## config.mk

```make
export PLATFORM = sky130hd
export DESIGN_NAME = dbot_ctrl
export DESIGN_NICKNAME = d
export VERILOG_FILES = /design/src/rtl/dbot_pkg.sv /design/src/rtl/dbot_ctrl.sv
export SDC_FILE = /design/constraint.sdc
export NUM_CORES = 1
export LEC_CHECK = 0
export ABC_AREA = 1
export BUFFER_PORTS_ARGS = -buffer_cell sky130_fd_sc_hd__buf_2
export CORE_AREA = 2 2 39 41
export DETAILED_ROUTE_END_ITERATION = 10
export DIE_AREA = 0 0 41 43
export PLACE_DENSITY = 0.53
export SYNTH_ARGS = -nofsm -noshare
export SYNTH_HDL_FRONTEND = slang
export SYNTH_SLANG_ARGS = --single-unit
export TNS_END_PERCENT = 20
```

## constraint.sdc

```tcl
create_clock -name clk -period 1.4 [get_ports clk]
set_input_delay 0.21 -clock clk [delete_from_list [all_inputs] [get_ports clk]]
set_output_delay 0.21 -clock clk [all_outputs]
set_load 0.02 [all_outputs]
```

## src/rtl/dbot_pkg.sv

```systemverilog
// ----------------------------------------------------------------------------
// dbot_pkg
// Shared constants, command codes and controller/datapath interface types
// for the depth buffer occlusion test unit.
// ----------------------------------------------------------------------------
package dbot_pkg;

  localparam int SCREEN_WIDTH  = 160;
  localparam int SCREEN_HEIGHT = 90;
  localparam int STORE_SIZE    = SCREEN_WIDTH * SCREEN_HEIGHT;
  localparam int ADDR_W        = $clog2(STORE_SIZE);
  localparam int PX_W          = $clog2(SCREEN_WIDTH);
  localparam int PY_W          = $clog2(SCREEN_HEIGHT);

  localparam int DVD_W     = 49;
  localparam int DVS_W     = 33;
  localparam int DIV_CNT_W = $clog2(DVD_W + 1);

  localparam int GAIN_W = 24;
  localparam int PROD_W = 32 + GAIN_W;
  localparam int SCR_W  = PROD_W + 2;
  localparam int PIX_W  = SCR_W - 33;

  localparam logic signed [31:0] NEAR_MIN_Q   = 32'sd6554;
  localparam logic signed [33:0] DEPTH_BIAS_Q = 34'sd3277;
  localparam logic signed [31:0] ONE_Q        = 32'sd65536;

  localparam logic [SCR_W-1:0] OFS_X = SCR_W'(SCREEN_WIDTH) << 31;
  localparam logic [SCR_W-1:0] OFS_Y = SCR_W'(SCREEN_HEIGHT) << 31;

  localparam logic [1:0] CMD_CLEAR = 2'd0;
  localparam logic [1:0] CMD_WRITE = 2'd1;
  localparam logic [1:0] CMD_TEST  = 2'd2;

  localparam logic CFG_GAIN_X = 1'b0;
  localparam logic CFG_GAIN_Y = 1'b1;

  typedef struct packed {
    logic fill_init;
    logic fill_one;
    logic fill_step;
    logic wr_one;
    logic load;
    logic div_go;
    logic mul_en;
    logic pix_en;
    logic rd_en;
    logic res_en;
  } dbot_cmd_t;

  typedef struct packed {
    logic fill_last;
    logic div_done;
  } dbot_sts_t;

  function automatic logic [PIX_W-1:0] pix_clamp(input logic [SCR_W-1:0] scr,
                                                 input logic [PIX_W-1:0] lim);
    logic [PIX_W-1:0] pix;
    pix = scr[SCR_W-2:32];
    if (scr[SCR_W-1]) begin
      return '0;
    end else if (pix > lim) begin
      return lim;
    end
    return pix;
  endfunction

endpackage

```

## src/rtl/dbot_ctrl.sv

```systemverilog
// ----------------------------------------------------------------------------
// dbot_ctrl
// Command sequencer: store fill sweeps, pixel writes and box test steps.
// ----------------------------------------------------------------------------
module dbot_ctrl (
  input  logic                  clk,
  input  logic                  rst_n,
  input  logic                  start,
  input  logic [1:0]            command,
  input  dbot_pkg::dbot_sts_t   sts,
  output dbot_pkg::dbot_cmd_t   cmd,
  output logic                  busy
);
  import dbot_pkg::*;

  logic [3:0] state_r, state_nxt;

  localparam logic [3:0] S_BOOT = 4'd0;
  localparam logic [3:0] S_IDLE = 4'd1;
  localparam logic [3:0] S_FILL = 4'd2;
  localparam logic [3:0] S_PREP = 4'd3;
  localparam logic [3:0] S_DIV  = 4'd4;
  localparam logic [3:0] S_MUL  = 4'd5;
  localparam logic [3:0] S_PIX  = 4'd6;
  localparam logic [3:0] S_READ = 4'd7;
  localparam logic [3:0] S_CMP  = 4'd8;

  logic take;

  assign take = start && (state_r == S_IDLE);
  assign busy = (state_r != S_IDLE);

  always_comb begin
    cmd       = '0;
    state_nxt = state_r;
    unique case (state_r)
      S_BOOT: begin
        cmd.fill_init = 1'b1;
        cmd.fill_one  = 1'b1;
        state_nxt     = S_FILL;
      end
      S_IDLE: begin
        if (take) begin
          unique case (command)
            CMD_CLEAR: begin
              cmd.fill_init = 1'b1;
              state_nxt     = S_FILL;
            end
            CMD_WRITE: begin
              cmd.wr_one = 1'b1;
            end
            CMD_TEST: begin
              cmd.load  = 1'b1;
              state_nxt = S_PREP;
            end
            default: begin
              state_nxt = S_IDLE;
            end
          endcase
        end
      end
      S_FILL: begin
        cmd.fill_step = 1'b1;
        if (sts.fill_last) begin
          state_nxt = S_IDLE;
        end
      end
      S_PREP: begin
        cmd.div_go = 1'b1;
        state_nxt  = S_DIV;
      end
      S_DIV: begin
        if (sts.div_done) begin
          state_nxt = S_MUL;
        end
      end
      S_MUL: begin
        cmd.mul_en = 1'b1;
        state_nxt  = S_PIX;
      end
      S_PIX: begin
        cmd.pix_en = 1'b1;
        state_nxt  = S_READ;
      end
      S_READ: begin
        cmd.rd_en = 1'b1;
        state_nxt = S_CMP;
      end
      S_CMP: begin
        cmd.res_en = 1'b1;
        state_nxt  = S_IDLE;
      end
      default: begin
        state_nxt = S_IDLE;
      end
    endcase
  end

  always_ff @(posedge clk) begin
    if (!rst_n) begin
      state_r <= S_BOOT;
    end else begin
      state_r <= state_nxt;
    end
  end

endmodule

```

**Word-level counts from Yosys, hierarchy flattened**

Index checks and enable logic that the tools add are counted.
W data, S select, Z words.

- Equal/unequal tests: 15
- Multiplexer cells: 19
- Reductions and logical operators: 4

Operator list:

| cell | number |
|---|---|
| $pmux W4 S8 | 1 |
| $eq A4 B3 Y1 const B | 4 |
| $mux W4 | 3 |
| $pmux W4 S3 | 1 |
| $mux W1 | 11 |
| $eq A4 B2 Y1 const B | 2 |
| $ne A2 B2 Y1 const B | 4 |
| $eq A4 B1 Y1 const B | 1 |
| $eq A4 B4 Y1 const B | 1 |
| $logic_not A4 Y1 | 1 |
| $mux W2 | 2 |
| $ne A4 B1 Y1 const B | 1 |
| $reduce_and A4 Y1 | 1 |
| $eq A2 B1 Y1 const B | 1 |
| $eq A2 B2 Y1 const B | 1 |
| $logic_not A2 Y1 | 1 |
| $pmux W1 S2 | 1 |
| $logic_and A1 B1 Y1 | 1 |

- Bits in registers: 4
- Input port bits: 7

**Logic depth before layout (Yosys ltp)**

Gate-level depths: netlist (run 1).

- Depth in word-level cells: 4
- Gate-level depth with buffers: 8
- Depth with buffers taken out: 8

**Least setup slack after synthesis (run 1)**

OpenSTA, ideal clock, no wires.

- Path kind: reg-to-output
- Start: register state_r[0]
- End: output cmd[6] (netlist bit)
- Data arrival time: 1.232 ns
- Slack: -0.042 ns
- Stages on the path, launching flop included: 5
- Path buffers: 0
- Path through: dfxtp_1 inv_2 nor2_2 nand2_1 nor3_1

RTL lines:

| item | line | RTL |
|---|---|---|
| start: declaration | dbot_ctrl.sv:16 | `logic [3:0] state_r, state_nxt;` |
| start signal: assignment | dbot_ctrl.sv:103 | `state_r <= state_nxt;` |
| end: declaration | dbot_ctrl.sv:11 | `output dbot_pkg::dbot_cmd_t cmd,` |

==> results of run 1 <==
[critical path, cell delays in order (launching register included)]
cell and delay, ns:
dfxtp_2 0.33, nor2_4 0.14, nand2_2 0.08, o41ai_2 0.19, buf_4 0.18
[per-stage QoR]
| stage | utilization | TNS [ns] | hold WS (ns) |
|---|---|---|---|
| 2_1_floorplan | - | -0.0741 | 0.357 |
| 3_3_place_gp | 0.323 | 0 | 0.478 |
| 3_5_place_dp | 0.323 | 0 | 0.474 |
| 4_1_cts | 0.362 | -0.00830 | 0.218 |
| 5_1_grt | 0.382 | -0.135 | 0.235 |
| 6_report | 0.382 | 0 | 0.220 |
[synthesized netlist by cell type, drive strengths merged]
master / instances
a21oi: 2
nand3: 5
dfxtp: 4
o21ai: 1
nor3: 3
nand2: 10
nor2: 18
nor4: 1
inv: 15
o211ai: 1
o41ai: 1
[per-layer routing]
metal | track usage | wire length, um | up-vias | part of all wire
li1 | - | - | 237 | -
met1 | 0.137 | 377 | 179 | 0.43
met2 | 0.178 | 448 | 11 | 0.51
met3 | 0.0157 | 34 | 2 | 0.039
met4 | 0.0800 | 13 | 0 | 0.015
met5 | 0 | 0 | - | 0
[placed cells by master, fill, tap and decap left out]
| cell | instances |
|---|---|
| o21ai_1 | 1 |
| nor2_1 | 13 |
| nand3_1 | 4 |
| buf_2 | 13 |
| dfxtp_2 | 3 |
| nor4_1 | 1 |
| clkbuf_4 | 3 |
| dfxtp_4 | 1 |
| a21oi_1 | 2 |
| nand2_2 | 1 |
| o41ai_2 | 1 |
| o211ai_1 | 1 |
| nor2_2 | 2 |
| nand2_1 | 9 |
| nand3_2 | 1 |
| inv_1 | 12 |
| nor3_1 | 3 |
| buf_4 | 7 |
| inv_2 | 3 |
| nor2_4 | 3 |
[report_power, final]
group          internal [W]  switching [W]  leakage [nW]  total, W
Combinational      0.000233       0.000357         0.242  0.000590
Clock             0.0000960      0.0000487        0.0138  0.000145
Sequential         0.000154      0.0000396        0.0347  0.000193
Total              0.000482       0.000445         0.291  0.000928
[area by class of cell]
type | instances | area (um2) | area share
flip-flops and latches | 4 | 87.6 | 0.165
well taps | 16 | 20.0 | 0.0378
multi-input cells | 42 | 225 | 0.426
clock buffers | 3 | 22.5 | 0.0426
repair buffers | 20 | 118 | 0.222
inverters | 15 | 56.3 | 0.106
[cell families after synthesis]
| logic type | count (synthesis) |
|---|---|
| AO/OA/AOI/OAI | 5 |
| AND/OR/NAND/NOR | 37 |
| buffers and inverters | 15 |
| flip-flops | 4 |
[what timing repair did]
| item | CTS | global route |
|---|---|---|
| pin swaps | 1 | 1 |
| buffers inserted | 2 | 1 |
| endpoints found under the setup margin | 6 | 9 |
| gates resized for setup | 7 | 8 |
[final timing paths]
| path | from | endpoint | slack [ns] | cells after the start |
|---|---|---|---|---|
| setup / recovery | state_r[2]$_SDFFE_PN0P_ | cmd[9] | 0.03 | 4 |
| hold / removal | rst_n | state_r[0]$_SDFFE_PN0P_ | 0.22 | 3 |
| setup reg to reg | state_r[0]$_SDFFE_PN0P_ | state_r[1]$_SDFFE_PN0P_ | 0.24 | 7 |
| hold reg to reg | state_r[1]$_SDFFE_PN0P_ | state_r[3]$_SDFFE_PN0P_ | 0.59 | 2 |
==> results.yml, run 1 <==
run_status:
  status: "finished, final reports clean"
pwr:
  ir_drop_mv: 0.568
  p_leak_nw: 0.291
  p_per_area_nw_per_um2: 1750
  finalPower_w: 0.000928
cells_and_area:
  nets: 93
  antenna_cells: 0
  regMostFlops: "state_r"
  design_area_um2: 529
  largest_reg_flops: 4
  drive_gt1_frac: 0.452
  reg_top3: "state_r: 4 flops"
  final_cells: 100
  fill_cells: 155
  syn2layout_area_growth_pct: 54.9
floorplan:
  core_um2: 1380
  die_y_um: 43
  pin_count: 18
  rows: 14
  start_util: 0.247
  die_area_um2: 1760
  chipWidth_um: 41
drt:
  drt_iter0_drc: 6
  routed_wl_um: 875
  routed-via-count: 429
  drcViolationCount: 0
  final_antenna_net_count: 0
  post_drt_wl_per_cell_um: 8.75
  firstDrtPassIters: 4
  viasPerCell: 4.29
clocking:
  numCtsBuffers: 3
  cts_tree: "yes"
  ctsHoldBuffers: 0
  cts-htree-levels: 1
  cts_root_buf: "clkbuf_4"
  path_clk_slew_ns: 0.04
  cts_buffer_depth: 2
  clock-sinks: 4
  clock_latency_ns: 0.24
synth:
  yosysTopAreaCellShare: 0.234
  syn_inst: 61
  synth.area.mux_share: 0
  synth_top_family_by_area: "simple AND/OR/NAND/NOR gates"
  synth-simple-area-share: 0.487
  yosysTopAreaCell: "dfxtp_1"
  synth_nets: 68
  avgSynthCellArea_um2: 5.60
  ys_ff_latch: 4
  ys_warn_count: 0
  synth_compound_area_frac: 0.114
  synth_area_um2: 342
  netlist_top_cells_area: "dfxtp_1 23%, nor2_1 15%, inv_1 14%"
  synth_xor_area_frac: 0
  yosysUniqueCellTypes: 14
  ys_seq_area_frac: 0.234
  synthAdderAreaFrac: 0
worst_setup_path:
  arrival_ns: 1.16
  worstSetupPathType: "flop to output port"
  crit_fanout: 4
  cp-end-kind: "output port"
  worstPathRequired_ns: 1.19
  crit_path_start_kind: "flop"
global_routing:
  grt_max_degree: 6
  gr-total-overflow: 0
  grt_first_pass_wirelength_um: 1370
  antenna_found_initial: 0
  grt_pass1_vias: 378
  grtUsageTotal: 0.115
placed_design:
  gp_congestion: 0.790
  port_buffers: 17
  pre_cts_slack_ns: 0.122
  place.detailed.hpwl_um: 690
  dp.cells: 94
  place_area_um2: 447
sta:
  rsz0062_at_grt: "yes"
  max_freq_ghz: 0.730
  tightest_slew_ns: 0.245
  min_period_ns: 1.37
  finalHoldViolations: 0
  relSlewSlack: 0.835
  fin_crit_sh: 0.979
  setup_violations: 0
  setup_slack_ns: 0.0298
  skew_ns: 0.00534
  drv_slew: 0
job:
  maxCapViolCount: 0
min_path:
  hold_path.class: "primary input to flop"
Note: power is estimated with default switching activity, not from simulation.
==> inputs of run 2 (changes only) <==
==> constraint.sdc (replaced) <==
create_clock -name clk -period 1.5 [get_ports clk]
set_input_delay 0.225 -clock clk [delete_from_list [all_inputs] [get_ports clk]]
set_output_delay 0.225 -clock clk [all_outputs]
set_load 0.02 [all_outputs]
==> run 2 against run 1 <==
Compared with the run above:
- global-route usage decreased by 0.60 points
- wire length decreased by 7.5%
- worst setup slack improved by 0.063 ns
- core utilization decreased by 2.8 points
- critical path depth increased by 1
- first-iteration DRC count decreased by 17%
- hold slack improved by 0.015 ns
- die area unchanged
- final cell count decreased by 3.0%
- sequential power decreased by 3%
- clock power decreased by 7%
- critical endpoint is now cmd[2]
- largest cell class unchanged
- largest power group unchanged
==> results.yml, run 2 (synthesis gave the netlist of run 1 again) <==
run_status:
  status: "finished, final reports clean"
sta:
  tightest_slew_ns: 0.247
  min_period_ns: 1.41
  skew_ns: 0.00540
  drv_slew: 0
  finalHoldViolations: 0
  relSlewSlack: 0.834
  rsz0062_at_grt: "yes"
  setup_violations: 0
  setup-tns-final_ns: 0
  max_freq_ghz: 0.711
  fin_crit_sh: 0.938
floorplan:
  die_y_um: 43
  die_area_um2: 1760
  chipWidth_um: 41
  start_util: 0.247
  core_um2: 1380
  rows: 14
  pin_count: 18
cells_and_area:
  regArea_um2: 86.3
  drive_gt1_frac: 0.395
  largest_reg_flops: 4
  final_cells: 97
  regMostFlops: "state_r"
  fill_cells: 155
  mostFrequentLayoutCells: "16 x buf_2, 14 x nor2_1, 13 x inv_1"
  layout_commonest_cell: "buf_2"
  syn2layout_area_growth_pct: 43.6
  reg_top3: "state_r: 4 flops"
  multi_input_area_um2: 218
  nets: 90
  antenna_cells: 0
  final_util: 0.354
placed_design:
  port_buffers: 17
  place.detailed.hpwl_um: 690
  dp.cells: 94
  gp_congestion: 0.790
global_routing:
  grt_pass1_vias: 361
  gr-total-overflow: 0
  antenna_found_initial: 0
  grtUsageTotal: 0.109
  grt_first_pass_wirelength_um: 1300
  grt_max_degree: 8
worst_setup_path:
  cp_cell_sequence: "inv_1, nor2_2, inv_1, nor2_1, buf_2"
  ff2ff_path_depth: 7
  worstSetupPathType: "flop to output port"
  path_common_cell: "inv_1"
  cp-end-kind: "output port"
  crit_start: "state_r[2]$_SDFFE_PN0P_"
  rr_endpoint: "state_r[1]$_SDFFE_PN0P_"
  crit_fanout: 5
  arrival_ns: 1.18
  rrSetupSlack_ns: 0.39
  crit_end: "cmd[2]"
  crit-reg2reg-launch: "state_r[1]$_SDFFE_PN0P_"
  worstPathRequired_ns: 1.27
  critPathMaxStageDelay_ns: 0.35
  crit_path_start_kind: "flop"
  crit_slowest_cell: "dfxtp_2"
pwr:
  p_per_area_nw_per_um2: 1640
  ir_drop_mv: 0.486
  p_leak_nw: 0.276
min_path:
  hold_path.class: "primary input to flop"
clocking:
  path_clk_slew_ns: 0.04
  cts_tree: "yes"
  cts-htree-levels: 1
  clock_latency_ns: 0.24
  numCtsBuffers: 3
  ctsHoldBuffers: 0
  cts_buffer_depth: 2
  clock-sinks: 4
  cts_root_buf: "clkbuf_4"
drt:
  met3_length_um: 31
  post_drt_wl_per_cell_um: 8.34
  drcViolationCount: 0
  routed_wl_um: 809
  firstDrtPassIters: 4
  viasPerCell: 4.27
  drt_iter0_drc: 5
  wl_met2_um: 400
  final_antenna_net_count: 0
  routed-via-count: 414
  top_layer: "met4"
  wl_met1_um: 364
job:
  maxCapViolCount: 0
## run 2: worst min path at each step
| stage | start | end | slack, ns | cells after the start |
|---|---|---|---|---|
| 2_1_floorplan | rst_n | state_r[0]$_SDFFE_PN0P_ | 0.37 | 2 |
| 3_3_place_gp | rst_n | state_r[0]$_SDFFE_PN0P_ | 0.49 | 3 |
| 3_5_place_dp | rst_n | state_r[0]$_SDFFE_PN0P_ | 0.49 | 3 |
| 4_1_cts | rst_n | state_r[0]$_SDFFE_PN0P_ | 0.23 | 3 |
| 5_1_grt | rst_n | state_r[0]$_SDFFE_PN0P_ | 0.25 | 3 |
| 6_report | rst_n | state_r[0]$_SDFFE_PN0P_ | 0.23 | 3 |
## run 2: power breakdown
group | total (W) | switching, W | internal [W]
Combinational | 0.000483 | 0.000304 | 0.000179
Clock | 0.000135 | 0.0000455 | 0.0000896
Sequential | 0.000188 | 0.0000448 | 0.000144
Total | 0.000807 | 0.000394 | 0.000412
## run 2: metrics by stage
stage	hold slack, ns	power, W	area [um2]	worst slack, ns
after global routing	0.250	0.000878	490	-0.000314
final	0.234	0.000807	490	0.0930
after CTS	0.235	0.000780	470	0.0205
after global placement	0.493	0.000642	447	0.233
after floorplan	0.372	0.000520	342	0.0433
after detailed placement	0.489	0.000639	447	0.207
## run 2: area by class of cell
class	instances	share of cell area
Clock buffer	3	0.0459
Inverter	15	0.115
Multi-Input combinational cell	42	0.444
Sequential cell	4	0.176
Tap cell	16	0.0408
Timing Repair Buffer	17	0.179
## run 2: critical path, delay by kind of cell, from the launching register on
family	cells	cell delay [ns]
buffers and inverters	3	0.35
flip-flops	1	0.35
AND/OR/NAND/NOR	2	0.24
## run 2: per-layer routing
layer	vias to the layer above	track usage
met1	172	0.131
met5	-	0
met4	0	0.0800
li1	229	-
met3	2	0.0157
met2	11	0.166
## run 2: timing repair
item,CTS,global route
buffers inserted,0,0
resized for setup,1,7
endpoints found under the setup margin,1,5
